### config.mk
export PLATFORM = sky130hd
export DESIGN_NAME = token_bucket_rate_limiter
export DESIGN_NICKNAME = d
export VERILOG_FILES = /design/src/rtl/core/tbrl_pkg.sv /design/src/rtl/core/tbrl_front.sv /design/src/rtl/core/tbrl_queue.sv /design/src/rtl/core/tbrl_back.sv /design/src/rtl/core/token_bucket_rate_limiter.sv
export SDC_FILE = /design/constraint.sdc
export NUM_CORES = 2
export LEC_CHECK = 0
export BUFFER_PORTS_ARGS = -buffer_cell sky130_fd_sc_hd__buf_2
export CORE_MARGIN = 2
export CORE_UTILIZATION = 55
export DETAILED_ROUTE_END_ITERATION = 12
export PLACE_DENSITY = 0.82
export SYNTH_ARGS = -nofsm -noshare
export SYNTH_HDL_FRONTEND = slang
export SYNTH_SLANG_ARGS = --single-unit
### constraint.sdc
create_clock -name clk -period 8.4 [get_ports clk]
set_clock_uncertainty 0.15 [all_clocks]
set_input_delay 0.42 -clock clk [delete_from_list [all_inputs] [get_ports clk]]
set_output_delay 0.42 -clock clk [all_outputs]
set_load 0.05 [all_outputs]
### src/rtl/core/tbrl_pkg.sv
`default_nettype none
// ----------------------------------------------------------------------------
// Token bucket rate limiter package
// Shared constants, command and status codes, and the types passed between
// the front stage, the request queue and the execution back end.
// ----------------------------------------------------------------------------
package tbrl_pkg;

    // Fixed-point format and tick field width
    localparam int FRACTION_BITS = 16;
    localparam int TICK_BITS     = 16;
    localparam int ELAPSED_W     = 16;
    localparam int TICK_W        = (TICK_BITS < ELAPSED_W) ? TICK_BITS : ELAPSED_W;

    // Datapath widths
    localparam int WORD_W = 32;
    localparam int PROD_W = TICK_W + WORD_W;
    localparam int SUM_W  = PROD_W + 1;

    // Serial divider
    localparam int DIV_STEPS = WORD_W;
    localparam int CNT_W     = $clog2(DIV_STEPS);

    // Request queue
    localparam int QUEUE_DEPTH = 2;
    localparam int QPTR_W      = $clog2(QUEUE_DEPTH);
    localparam int QCNT_W      = $clog2(QUEUE_DEPTH + 1);

    // Register reset values
    localparam logic [WORD_W-1:0] ONE_TOKEN      = WORD_W'(64'd1 << FRACTION_BITS);
    localparam logic [WORD_W-1:0] CAPACITY_RESET = WORD_W'(64'd10 << FRACTION_BITS);
    localparam logic [WORD_W-1:0] RATE_RESET     = ONE_TOKEN;
    localparam logic [WORD_W-1:0] INITIAL_RESET  = WORD_W'(64'd10 << FRACTION_BITS);
    localparam logic [WORD_W-1:0] LEVEL_RESET    =
        (INITIAL_RESET < CAPACITY_RESET) ? INITIAL_RESET : CAPACITY_RESET;

    // Configuration register indexes
    localparam int CFG_IDX_W = 2;
    localparam logic [CFG_IDX_W-1:0] REG_CAPACITY      = 2'd0;
    localparam logic [CFG_IDX_W-1:0] REG_REFILL_RATE   = 2'd1;
    localparam logic [CFG_IDX_W-1:0] REG_INITIAL_LEVEL = 2'd2;

    // Command codes on the input channel
    localparam logic [1:0] CMD_ADVANCE = 2'd0;
    localparam logic [1:0] CMD_ACQUIRE = 2'd1;
    localparam logic [1:0] CMD_RESTORE = 2'd2;

    // Result status codes
    localparam logic [1:0] ST_OK    = 2'd0;
    localparam logic [1:0] ST_WAIT  = 2'd1;
    localparam logic [1:0] ST_LATE  = 2'd2;
    localparam logic [1:0] ST_NEVER = 2'd3;

    // Decoded operation kind
    typedef enum logic [1:0] {
        OP_ADVANCE,
        OP_ACQUIRE,
        OP_RESTORE,
        OP_NONE
    } op_kind_t;

    // One classified request in the queue
    typedef struct packed {
        op_kind_t            kind;
        logic [TICK_W-1:0]   ticks;
        logic [WORD_W-1:0]   cost;
        logic [WORD_W-1:0]   wait_limit;
    } queue_entry_t;

    // Queue status seen by both sides
    typedef struct packed {
        logic full;
        logic empty;
    } queue_status_t;

    // Configuration register file contents
    typedef struct packed {
        logic [WORD_W-1:0] capacity;
        logic [WORD_W-1:0] refill_rate;
        logic [WORD_W-1:0] initial_level;
    } cfg_t;

    // Back end sequencer states
    typedef enum logic [2:0] {
        B_IDLE,
        B_EXEC,
        B_ADD,
        B_DIV,
        B_ROUND,
        B_CMP,
        B_DONE
    } back_state_t;

endpackage : tbrl_pkg
`default_nettype wire

### src/rtl/core/tbrl_front.sv
`default_nettype none
// ----------------------------------------------------------------------------
// Token bucket front stage
// Accepts input requests, decodes the command and the used tick bits, and
// hands the classified request to the queue.
// ----------------------------------------------------------------------------
module tbrl_front
    import tbrl_pkg::*;
(
    input  wire logic                  clk,
    input  wire logic                  rst_n,
    input  wire logic                  in_valid,
    output logic                       in_stall,
    input  wire logic [1:0]            command,
    input  wire logic [ELAPSED_W-1:0]  elapsed_ticks,
    input  wire logic [WORD_W-1:0]     cost,
    input  wire logic [WORD_W-1:0]     wait_limit,
    input  wire queue_status_t         q_status,
    output logic                       q_push,
    output queue_entry_t               q_wdata
);

    logic         valid_reg;
    logic         valid_next;
    queue_entry_t entry_reg;
    queue_entry_t entry_next;
    logic         accept;
    op_kind_t     kind;

    // Decode the command
    always_comb
    begin
        case (command)
            CMD_ADVANCE: kind = OP_ADVANCE;
            CMD_ACQUIRE: kind = OP_ACQUIRE;
            CMD_RESTORE: kind = OP_RESTORE;
            default:     kind = OP_NONE;
        endcase
    end

    // Hold a request until the queue takes it
    assign q_push   = valid_reg && !q_status.full;
    assign in_stall = valid_reg && q_status.full;
    assign accept   = in_valid && !in_stall;
    assign q_wdata  = entry_reg;

    always_comb
    begin
        valid_next = valid_reg;
        entry_next = entry_reg;
        if (accept)
        begin
            valid_next            = 1'b1;
            entry_next.kind       = kind;
            entry_next.ticks      = elapsed_ticks[TICK_W-1:0];
            entry_next.cost       = cost;
            entry_next.wait_limit = wait_limit;
        end
        else if (q_push)
        begin
            valid_next = 1'b0;
        end
    end

    always_ff @(posedge clk or negedge rst_n)
    begin
        if (!rst_n)
        begin
            valid_reg <= 1'b0;
        end
        else
        begin
            valid_reg <= valid_next;
        end
    end

    always_ff @(posedge clk)
    begin
        entry_reg <= entry_next;
    end

endmodule : tbrl_front
`default_nettype wire

### src/rtl/core/tbrl_queue.sv
`default_nettype none
// ----------------------------------------------------------------------------
// Token bucket request queue
// Short FIFO of classified requests between the front stage and the back end.
// ----------------------------------------------------------------------------
module tbrl_queue
    import tbrl_pkg::*;
(
    input  wire logic          clk,
    input  wire logic          rst_n,
    input  wire logic          push,
    input  wire queue_entry_t  wdata,
    input  wire logic          pop,
    output queue_entry_t       rdata,
    output queue_status_t      status
);

    queue_entry_t         mem [QUEUE_DEPTH];
    logic [QPTR_W-1:0]    wr_ptr_reg;
    logic [QPTR_W-1:0]    wr_ptr_next;
    logic [QPTR_W-1:0]    rd_ptr_reg;
    logic [QPTR_W-1:0]    rd_ptr_next;
    logic [QCNT_W-1:0]    count_reg;
    logic [QCNT_W-1:0]    count_next;
    logic                 do_push;
    logic                 do_pop;

    assign status.full  = (count_reg == QCNT_W'(QUEUE_DEPTH));
    assign status.empty = (count_reg == '0);
    assign do_push      = push && !status.full;
    assign do_pop       = pop && !status.empty;
    assign rdata        = mem[rd_ptr_reg];

    // Advance pointers and occupancy
    always_comb
    begin
        wr_ptr_next = wr_ptr_reg;
        rd_ptr_next = rd_ptr_reg;
        count_next  = count_reg;
        if (do_push)
        begin
            wr_ptr_next = (wr_ptr_reg == QPTR_W'(QUEUE_DEPTH - 1)) ? '0 : wr_ptr_reg + 1'b1;
        end
        if (do_pop)
        begin
            rd_ptr_next = (rd_ptr_reg == QPTR_W'(QUEUE_DEPTH - 1)) ? '0 : rd_ptr_reg + 1'b1;
        end
        if (do_push && !do_pop)
        begin
            count_next = count_reg + 1'b1;
        end
        else if (do_pop && !do_push)
        begin
            count_next = count_reg - 1'b1;
        end
    end

    always_ff @(posedge clk or negedge rst_n)
    begin
        if (!rst_n)
        begin
            wr_ptr_reg <= '0;
            rd_ptr_reg <= '0;
            count_reg  <= '0;
        end
        else
        begin
            wr_ptr_reg <= wr_ptr_next;
            rd_ptr_reg <= rd_ptr_next;
            count_reg  <= count_next;
        end
    end

    // Store the pushed request
    always_ff @(posedge clk)
    begin
        if (do_push)
        begin
            mem[wr_ptr_reg] <= wdata;
        end
    end

endmodule : tbrl_queue
`default_nettype wire

### src/rtl/core/tbrl_back.sv
`default_nettype none
// ----------------------------------------------------------------------------
// Token bucket back end
// Owns the token level. Executes one queued request at a time: refill with a
// registered multiply, grant or refuse an acquire, compute the wait with a
// one-bit-per-cycle divider, and present the result in an output register.
// ----------------------------------------------------------------------------
module tbrl_back
    import tbrl_pkg::*;
(
    input  wire logic               clk,
    input  wire logic               rst_n,
    input  wire cfg_t               cfg,
    input  wire queue_entry_t       q_rdata,
    input  wire queue_status_t      q_status,
    output logic                    q_pop,
    output logic                    out_valid,
    input  wire logic               out_stall,
    output logic                    granted,
    output logic [1:0]              status,
    output logic [WORD_W-1:0]       wait_ticks,
    output logic [WORD_W-1:0]       tokens_available
);

    back_state_t          state_reg;
    back_state_t          state_next;
    queue_entry_t         op_reg;
    queue_entry_t         op_next;
    logic [WORD_W-1:0]    level_reg;
    logic [WORD_W-1:0]    level_next;
    logic [PROD_W-1:0]    prod_reg;
    logic [PROD_W-1:0]    prod_next;
    logic [WORD_W-1:0]    rem_reg;
    logic [WORD_W-1:0]    rem_next;
    logic [WORD_W-1:0]    quot_reg;
    logic [WORD_W-1:0]    quot_next;
    logic [CNT_W-1:0]     count_reg;
    logic [CNT_W-1:0]     count_next;
    logic                 res_granted_reg;
    logic                 res_granted_next;
    logic [1:0]           res_status_reg;
    logic [1:0]           res_status_next;
    logic [WORD_W-1:0]    res_wait_reg;
    logic [WORD_W-1:0]    res_wait_next;
    logic                 out_valid_reg;
    logic                 out_valid_next;
    logic                 out_granted_reg;
    logic                 out_granted_next;
    logic [1:0]           out_status_reg;
    logic [1:0]           out_status_next;
    logic [WORD_W-1:0]    out_wait_reg;
    logic [WORD_W-1:0]    out_wait_next;
    logic [WORD_W-1:0]    out_tokens_reg;
    logic [WORD_W-1:0]    out_tokens_next;

    logic [SUM_W-1:0]     sum;
    logic [WORD_W:0]      shifted;
    logic [WORD_W:0]      diff;
    logic [WORD_W-1:0]    restore_level;
    logic                 out_free;

    assign out_valid        = out_valid_reg;
    assign granted          = out_granted_reg;
    assign status           = out_status_reg;
    assign wait_ticks       = out_wait_reg;
    assign tokens_available = out_tokens_reg;

    assign out_free      = !out_valid_reg || !out_stall;
    assign q_pop         = (state_reg == B_IDLE) && !q_status.empty;
    assign sum           = SUM_W'(level_reg) + SUM_W'(prod_reg);
    assign shifted       = {rem_reg, quot_reg[WORD_W-1]};
    assign diff          = shifted - {1'b0, cfg.refill_rate};
    assign restore_level = (cfg.initial_level < cfg.capacity) ? cfg.initial_level
                                                               : cfg.capacity;

    // Sequence one request and compute its result
    always_comb
    begin
        state_next       = state_reg;
        op_next          = op_reg;
        level_next       = level_reg;
        prod_next        = prod_reg;
        rem_next         = rem_reg;
        quot_next        = quot_reg;
        count_next       = count_reg;
        res_granted_next = res_granted_reg;
        res_status_next  = res_status_reg;
        res_wait_next    = res_wait_reg;
        out_valid_next   = out_valid_reg;
        out_granted_next = out_granted_reg;
        out_status_next  = out_status_reg;
        out_wait_next    = out_wait_reg;
        out_tokens_next  = out_tokens_reg;

        // Drop the result once the receiver takes it
        if (out_valid_reg && !out_stall)
        begin
            out_valid_next = 1'b0;
        end

        case (state_reg)
            B_IDLE:
            begin
                if (!q_status.empty)
                begin
                    op_next    = q_rdata;
                    state_next = B_EXEC;
                end
            end

            B_EXEC:
            begin
                res_granted_next = 1'b0;
                res_status_next  = ST_OK;
                res_wait_next    = '0;
                case (op_reg.kind)
                    OP_ADVANCE:
                    begin
                        prod_next  = PROD_W'(op_reg.ticks) * PROD_W'(cfg.refill_rate);
                        state_next = B_ADD;
                    end
                    OP_ACQUIRE:
                    begin
                        if (level_reg >= op_reg.cost)
                        begin
                            level_next       = level_reg - op_reg.cost;
                            res_granted_next = 1'b1;
                            state_next       = B_DONE;
                        end
                        else if ((op_reg.cost > cfg.capacity) || (cfg.refill_rate == '0))
                        begin
                            res_status_next = ST_NEVER;
                            res_wait_next   = '1;
                            state_next      = B_DONE;
                        end
                        else
                        begin
                            quot_next  = op_reg.cost - level_reg;
                            rem_next   = '0;
                            count_next = '0;
                            state_next = B_DIV;
                        end
                    end
                    OP_RESTORE:
                    begin
                        level_next = restore_level;
                        state_next = B_DONE;
                    end
                    default:
                    begin
                        state_next = B_DONE;
                    end
                endcase
            end

            // Clamp the refilled level to capacity
            B_ADD:
            begin
                if (sum > SUM_W'(cfg.capacity))
                begin
                    level_next = cfg.capacity;
                end
                else
                begin
                    level_next = sum[WORD_W-1:0];
                end
                state_next = B_DONE;
            end

            // Restoring division, one quotient bit per cycle
            B_DIV:
            begin
                if (!diff[WORD_W])
                begin
                    rem_next  = diff[WORD_W-1:0];
                    quot_next = {quot_reg[WORD_W-2:0], 1'b1};
                end
                else
                begin
                    rem_next  = shifted[WORD_W-1:0];
                    quot_next = {quot_reg[WORD_W-2:0], 1'b0};
                end
                count_next = count_reg + 1'b1;
                if (count_reg == CNT_W'(DIV_STEPS - 1))
                begin
                    state_next = B_ROUND;
                end
            end

            // Round the quotient up on a nonzero remainder
            B_ROUND:
            begin
                res_wait_next = quot_reg + WORD_W'(rem_reg != '0);
                state_next    = B_CMP;
            end

            B_CMP:
            begin
                res_status_next = (res_wait_reg <= op_reg.wait_limit) ? ST_WAIT : ST_LATE;
                state_next      = B_DONE;
            end

            // Load the output register when it is free
            B_DONE:
            begin
                if (out_free)
                begin
                    out_valid_next   = 1'b1;
                    out_granted_next = res_granted_reg;
                    out_status_next  = res_status_reg;
                    out_wait_next    = res_wait_reg;
                    out_tokens_next  = level_reg;
                    state_next       = B_IDLE;
                end
            end

            default:
            begin
                state_next = B_IDLE;
            end
        endcase
    end

    always_ff @(posedge clk or negedge rst_n)
    begin
        if (!rst_n)
        begin
            state_reg     <= B_IDLE;
            level_reg     <= LEVEL_RESET;
            out_valid_reg <= 1'b0;
            count_reg     <= '0;
        end
        else
        begin
            state_reg     <= state_next;
            level_reg     <= level_next;
            out_valid_reg <= out_valid_next;
            count_reg     <= count_next;
        end
    end

    always_ff @(posedge clk)
    begin
        op_reg          <= op_next;
        prod_reg        <= prod_next;
        rem_reg         <= rem_next;
        quot_reg        <= quot_next;
        res_granted_reg <= res_granted_next;
        res_status_reg  <= res_status_next;
        res_wait_reg    <= res_wait_next;
        out_granted_reg <= out_granted_next;
        out_status_reg  <= out_status_next;
        out_wait_reg    <= out_wait_next;
        out_tokens_reg  <= out_tokens_next;
    end

endmodule : tbrl_back
`default_nettype wire

### src/rtl/core/token_bucket_rate_limiter.sv
`default_nettype none
// ----------------------------------------------------------------------------
// Token bucket rate limiter
// Q16.16 token bucket with advance-time, acquire and restore requests.
//
// Input channel (in_valid/in_stall) carries command, elapsed_ticks, cost and
// wait_limit; a request is taken on a clock edge with in_valid high and
// in_stall low. Every request gives exactly one result on the output channel
// (out_valid/out_stall) with granted, status, wait_ticks, tokens_available.
// Registers capacity, refill_rate, initial_level are written through
// cfg_we/cfg_index/cfg_data; the user must write them only while no request
// is in flight, as the block itself does not enforce it.
// Path from the accepting edge to out_valid: front stage register, queue,
// back end execute state, add for advance or, for an acquire that must report
// a wait, the 32-step serial divider, round and compare; then done and the
// output register. The back end runs one request at a time, none new until
// its result is loaded; the front stage and 2-entry queue accept meanwhile.
// Reset: registers return to 10.0 capacity, 1.0 per tick, 10.0 initial,
// and the level to 10.0. A stalled result holds in the output register
// and the back end waits before loading the next one.
// ----------------------------------------------------------------------------
module token_bucket_rate_limiter
    import tbrl_pkg::*;
(
    input  wire logic                  clk,
    input  wire logic                  rst_n,
    input  wire logic                  cfg_we,
    input  wire logic [CFG_IDX_W-1:0]  cfg_index,
    input  wire logic [WORD_W-1:0]     cfg_data,
    input  wire logic                  in_valid,
    output logic                       in_stall,
    input  wire logic [1:0]            command,
    input  wire logic [ELAPSED_W-1:0]  elapsed_ticks,
    input  wire logic [WORD_W-1:0]     cost,
    input  wire logic [WORD_W-1:0]     wait_limit,
    output logic                       out_valid,
    input  wire logic                  out_stall,
    output logic                       granted,
    output logic [1:0]                 status,
    output logic [WORD_W-1:0]          wait_ticks,
    output logic [WORD_W-1:0]          tokens_available
);

    cfg_t          cfg_reg;
    cfg_t          cfg_next;
    queue_entry_t  q_wdata;
    queue_entry_t  q_rdata;
    queue_status_t q_status;
    logic          q_push;
    logic          q_pop;

    // Configuration register writes
    always_comb
    begin
        cfg_next = cfg_reg;
        if (cfg_we)
        begin
            case (cfg_index)
                REG_CAPACITY:      cfg_next.capacity      = cfg_data;
                REG_REFILL_RATE:   cfg_next.refill_rate   = cfg_data;
                REG_INITIAL_LEVEL: cfg_next.initial_level = cfg_data;
                default:           cfg_next = cfg_reg;
            endcase
        end
    end

    always_ff @(posedge clk or negedge rst_n)
    begin
        if (!rst_n)
        begin
            cfg_reg.capacity      <= CAPACITY_RESET;
            cfg_reg.refill_rate   <= RATE_RESET;
            cfg_reg.initial_level <= INITIAL_RESET;
        end
        else
        begin
            cfg_reg <= cfg_next;
        end
    end

    tbrl_front u_front (
        .clk           (clk),
        .rst_n         (rst_n),
        .in_valid      (in_valid),
        .in_stall      (in_stall),
        .command       (command),
        .elapsed_ticks (elapsed_ticks),
        .cost          (cost),
        .wait_limit    (wait_limit),
        .q_status      (q_status),
        .q_push        (q_push),
        .q_wdata       (q_wdata)
    );

    tbrl_queue u_queue (
        .clk    (clk),
        .rst_n  (rst_n),
        .push   (q_push),
        .wdata  (q_wdata),
        .pop    (q_pop),
        .rdata  (q_rdata),
        .status (q_status)
    );

    tbrl_back u_back (
        .clk              (clk),
        .rst_n            (rst_n),
        .cfg              (cfg_reg),
        .q_rdata          (q_rdata),
        .q_status         (q_status),
        .q_pop            (q_pop),
        .out_valid        (out_valid),
        .out_stall        (out_stall),
        .granted          (granted),
        .status           (status),
        .wait_ticks       (wait_ticks),
        .tokens_available (tokens_available)
    );

endmodule : token_bucket_rate_limiter
`default_nettype wire
# Yosys cells after proc, flatten, opt, wreduce, memory -nomap -nowiden
# Memory sizes are Yosys's and may differ from the RTL's. A register that Yosys moved wholly into a read port is not among the register bits.
# Cells that the tools add are included.
[totals]
memories = 1
ramBits = 164
in_bits = 121
ff_bits = 438
[mem_list]
columns = ["memory", "words", "width", "read_ports", "rd_clocked_by_memory_dff", "wr", "line_no", "text"]
rows = [
  ["u_queue.mem", 2, 82, 1, 1, 1, "tbrl_queue.sv:18", "queue_entry_t mem [QUEUE_DEPTH];"],
]
[op_classes]
eq_ne = 22
mul = 1
order_cmp = 5
n_addsub = 10
bitwise = 1
mux = 48
reduce_logical = 41
[ops]
columns = ["cell", "n"]
rows = [
  ["two-way mux 32 bit", 13],
  ["one-hot mux 32 bit (2 select lines)", 5],
  ["subtractor 32 bit", 2],
  ["adder 32 x 48 -> 49 bit", 1],
  ["> comparator 49 x 32 -> 1 bit", 1],
  ["multiplier 16 x 32 -> 48 bit", 1],
  ["subtractor 33 x 32 -> 33 bit", 1],
  ["adder 32 x 1 -> 32 bit", 1],
  [">= comparator 32 bit", 1],
  ["> comparator 32 bit", 1],
  ["less-or-equal comparator 32 bit", 1],
  ["logical NOT 32 bit", 1],
  ["< comparator 32 bit", 1],
  ["nonzero test 32 bit", 1],
  ["one-hot mux 3 bit (6 select lines)", 1],
  ["two-way mux 3 bit", 5],
  ["two-way mux 5 bit", 3],
  ["two-way mux 2 bit", 6],
  ["AND reduction 2 bit", 6],
  ["nonzero test 2 bit", 6],
  ["two-way mux 1 bit", 11],
  ["one-hot mux 5 bit (2 select lines)", 1],
  ["== test 3 bit (second input constant)", 3],
  ["logical AND 1 bit", 9],
  ["other kinds (23)", 46],
]

# Depth between registers and ports, before layout
[depth]
depth_word = 8
ltp_mapped = 26
mapped_depth_nobuf = 25

# Cells and area by module
# Synthesis repeated with hierarchy kept, for this count alone.
[hier_totals]
hier_cells = 4793
area_unflattened_um2 = 52321.4
[by_module_without_submodules]
columns = ["module", "n_inst", "area_per_inst_um2", "cells_per_inst"]
rows = [
  ["tbrl_back", 1, 39703.1, 4226],
  ["tbrl_queue", 1, 6463.7, 274],
  ["token_bucket_rate_limiter", 1, 3632.2, 204],
  ["tbrl_front", 1, 2522.4, 89],
]

# Worst setup path before layout
# No wires, ideal clock.
[synth_path]
kind = "register -> register"
startpoint = "register cfg_reg[38] (netlist bit)"
endpoint = "register u_back.prod_reg[45], data pin"
t_required_ps = 7990
setup_time_ps = 260
period_less_slack_ps = 6769
path_slack_ps = 1631
arrival_ps = 6359
path_stages_with_launch = 27
cell_sequence = "dfrtp_1 clkbuf_1 clkbuf_1 nand2_1 fa_1 inv_1 fa_1 inv_1 fa_1 inv_1 fa_1 fa_1 inv_1 fa_1 inv_1 ha_1 a21o_1 or4_1 a31oi_1 nor3_1 nor3_1 o21bai_1 nand3_1 a211oi_1 o21ai_0 mux2i_1 nand2_1"
[synth_between]
elab_chain_cells = 1
[synth_rtl]
columns = ["item", "line_no", "text"]
rows = [
  ["start: declaration", "token_bucket_rate_limiter.sv:44", "cfg_t cfg_reg;"],
  ["start signal: assignment", "token_bucket_rate_limiter.sv:77", "cfg_reg <= cfg_next;"],
  ["multiplier 16 x 32 -> 48 bit", "tbrl_back.sv:119", "prod_next = PROD_W'(op_reg.ticks) * PROD_W'(cfg.refill_rate);"],
  ["end signal: assignment", "tbrl_back.sv:245", "prod_reg <= prod_next;"],
  ["end: declaration", "tbrl_back.sv:31", "logic [PROD_W-1:0] prod_reg;"],
]
# No other way between the ends.
# A chain may end at the register's enable or synchronous reset.

# Worst setup path in the final report
[layout_path]
startpoint = "register u_back.op_reg[66] (netlist bit)"
endpoint = "register u_back.prod_reg[45], data pin"
[layout_between]
elab_chain_cells = 1
[layout_rtl]
columns = ["item", "line_no", "text"]
rows = [
  ["start: declaration", "tbrl_back.sv:27", "queue_entry_t op_reg;"],
  ["start signal: assignment", "tbrl_back.sv:244", "op_reg <= op_next;"],
  ["multiplier 16 x 32 -> 48 bit", "tbrl_back.sv:119", ""],
]
# No other way between the ends.

==> metrics.md <==
| Metric | Value |
|---|---|
| Arrival time reported for the critical path endpoint | `8.28 ns` |
| Class of the tightest hold or removal check | `primary input to async pin` |
| Clock Root Buffer | `clkbuf_16` |
| I/O Pins | `190` |
| Number of remaining DRC errors | `0` |
| Reg2reg path depth | `23` |
| Endpoints failing hold | `0` |
| Quantity of I/O buffers inserted on ports | `189` |
| Element type at the critical path end | `register` |
| Area share of the largest cell type after synthesis | `31.16%` |
| Setup repair after global routing missed its margin | `no` |
| Period Utilization, post-route | `95.62%` |
| Sequential-to-total area share from yosys stat | `37.98%` |
| Maximum root-to-sink buffer count | `3` |
| Gr usage total | `29.77%` |
| Average cell area after synthesis | `10.61 um^2` |
| Vias after detailed routing | `38,930` |
| Number of warnings reported in the yosys synthesis log | `0` |
| Antenna violations before repair | `9` |
| Remaining Overflow, GRT | `0` |
| Gpl congestion | `0.9852` |
| Detailed placement HPWL | `107,300 um` |
| CTS-repair resized insts | `0` |
| Number of levels in the clock H-tree | `3` |
| Die X | `312.2 um` |
| Layout cell share with drive strength beyond 1 | `10.96%` |
| Data required time of the worst path | `8.65 ns` |
| Largest fanout on the critical path | `20` |
| Top FF cell, synth | `edfxtp_1` |
| Distinct cell type count after synthesis | `89` |
| Number of violations reported at the end of detailed-routing iteration 0 | `4,217` |
| Kind of critical path | `register to register` |
| Core Box Area | `0.09459 mm^2` |
| Max-slew headroom | `6.976%` |
| Routed wire length | `144,400 um` |
| Transition time of the tightest slew-check pin | `1.395 ns` |
| Post-Synthesis Net Count | `5,846` |
| Crit path max-delay cell type | `edfxtp_1` |
| Number of synthesized flops with an enable pin | `542` |
| Clock transition at path regs | `0.07 ns` |
| Floorplan die area | `0.09744 mm^2` |
| Finished Layout Cells | `6,468` |
| Starting density of the core | `55.22%` |
| Buffers plus inverters on the worst setup path | `4` |
| Worst slack, placed | `0.5489 ns` |
| Post-DR vias/cell | `6.019` |
| Clock insertion delay at the later pin of the skew report | `0.65 ns` |
| Fmax | `124.5 MHz` |
| Post-route setup TNS | `0 ns` |
| Pre-Repair DR Iteration Count | `6` |
| Instance count on the critical path | `23` |
| Largest net degree at the start of global routing | `73` |
| Crit start category | `register` |
| Final-stage net count | `6,065` |
| Pins over their slew limit | `0` |
| Summed instance area of the synthesized netlist | `0.05223 mm^2` |
| Library cell occupying the most area in the post-synthesis netlist | `edfxtp_1` |
| Final worst setup slack | `0.3681 ns` |
| Largest register FFs | `164` |
| Run status | `finished clean` |
| Vertical die dimension | `312.2 um` |
| Number of global-route vias before repair | `39,470` |
| TritonCTS clock tree | `done` |
| Crit path max-delay family | `adder cells` |
| Number of nets with antenna violations after routing | `0` |
| Global-route wire length before repair | `224,900 um` |
| Shortest clock period the worst path allows after layout | `8.032 ns` |
| Number of buffers created by CTS | `72` |
| Synthesis-stage register bit count | `684` |
| Share of synthesized flip-flops with an asynchronous set or reset | `20.76%` |
| Post-detailed-route wirelength per cell | `22.33 um` |
| Placed instance area | `0.05448 mm^2` |
| Longest individual stage delay on the worst path | `1.01 ns` |
| Number of maximum-capacitance constraint violations | `0` |
| Final number of setup-violating endpoints | `0` |
| Critical path cell sequence | `buf_4, nand2_1, fa_1, fa_1, fa_1, inv_1, fa_1, fa_1, inv_1, fa_1, inv_1, ha_1, a21o_1, or4_1, a31oi_1, nor3_1, nor3_1, o21bai_1, nand3_1, a211oi_1, o21ai_0, mux2i_1, nand2_1` |
| Area growth from synthesis to final layout | `11.19%` |
| Post-layout instance area | `0.05807 mm^2` |
| Ranking of synthesized cells by area | `edfxtp_1, fa_1, ha_1` |
| Cell count after placement | `6,216` |
| Num rows | `113` |
| Number of instances in the synthesized netlist | `4,924` |
| Sinks on Clock Net | `684` |
| Worst path most repeated cell | `fa_1` |
-- final cells by class --
type | instances | area [um^2]
tap | 1265 | 1583
timing repair buffer | 375 | 2645
fill | 7361 | 36510
clock buffer | 92 | 1971
clock inverter | 38 | 432.9
inverter | 669 | 2512
sequential | 684 | 19840
antenna | 4 | 10.01
multi-input combinational | 3341 | 29080
-- metrics by stage --
step | util (%) | hold WS, ns
floorplan | - | -0.02559
global placement | 57.60 | 0.2533
detailed placement | 57.60 | 0.2566
CTS | 61.38 | 0.2680
global route | 61.40 | 0.2754
finish | 61.40 | 0.2690
-- cell usage in the layout, fill, tap and decap left out, drive strengths merged, types with 10 or more instances in the layout --
master	count
inv	670
edfxtp	542
nand2	502
fa	422
ha	379
buf	258
and2	228
a21oi	224
nor2	191
o21ai	159
mux2	149
dfrtp	135
dlygate4sd3	117
xnor2	113
a21o	94
clkbuf	92
mux2i	79
xor2	74
nand3	74
nand4	65
a211oi	64
nor3	54
a31oi	52
o21a	40
nor2b	39
and3	32
nor4	31
o21bai	30
nand2b	28
o211ai	27
clkinv	25
and4	16
or2	13
or3	10
o22ai	10
o31ai	10
a221oi	10
-- worst register-to-register path, stage by stage, from the launching register on --
cell      delay, ns
edfxtp_1       1.01
buf_4          0.37
nand2_1        0.10
fa_1           0.54
fa_1           0.46
fa_1           0.54
inv_1          0.05
fa_1           0.49
fa_1           0.55
inv_1          0.05
fa_1           0.52
inv_1          0.04
ha_1           0.35
a21o_1         0.19
or4_1          0.39
a31oi_1        0.34
nor3_1         0.14
nor3_1         0.46
o21bai_1       0.23
nand3_1        0.16
a211oi_1       0.13
o21ai_0        0.25
mux2i_1        0.21
nand2_1        0.06
-- cell usage after synthesis, drive strengths merged (13+ instances only) --
cell type	number
o21ai	159
nand2b	28
nand3	74
and4	16
mux2i	79
nor4	31
a21oi	224
clkbuf	212
a31oi	52
nand4	65
nand2	502
nor3	54
or2	13
fa	422
o21a	40
xnor2	113
mux2	149
ha	379
o211ai	27
a211oi	64
nor2	191
a21o	94
o21bai	30
xor2	74
edfxtp	542
inv	667
and2	228
and3	32
buf	18
nor2b	39
dfrtp	135
-- timing repair --
item,CTS,global route
endpoints found under the hold margin,239,0
buffers inserted,0,1
endpoints found under the setup margin,0,3
hold buffers,117,0
-- per-layer routing --
metal	share of wire, %	up-vias	global-route usage [%]
met5	0.026	-	0
met4	3.8	6	10.40
met3	9.4	382	4.957
met2	46	2018	47.87
met1	40	19300	41.14
li1	-	17220	-
-- kinds of logic (layout without fill, tap and decap cells) --
family,after synthesis,count (layout),synth area share (%)
xor gates and xnor gates,187,187,3.136
DFF,684,684,37.98
other,0,4,0
buffers and inverters,899,1174,6.499
AOI/OAI and AO/OA,809,809,10.01
muxes,228,228,4.726
and+or+nand+nor,1316,1316,12.39
adders and majority gates,801,801,25.25
-- path summary, 6_finish.rpt --
path | start | end | slack, ns
max | u_back.op_reg[66] | u_back.prod_reg[45] | 0.37
min | rst_n | u_front.valid_reg | 0.27
max reg2reg | u_back.op_reg[66] | u_back.prod_reg[45] | 0.37
min reg2reg | u_back.res_status_reg[1] | u_back.status[1] | 0.27
max in group asynchronous | rst_n | cfg_reg[49] | 6.23
min in group clk | u_back.res_status_reg[1] | u_back.status[1] | 0.27
Power is not shown: default switching activity piles up to over one toggle a cycle in this logic, so the estimate is an artifact.
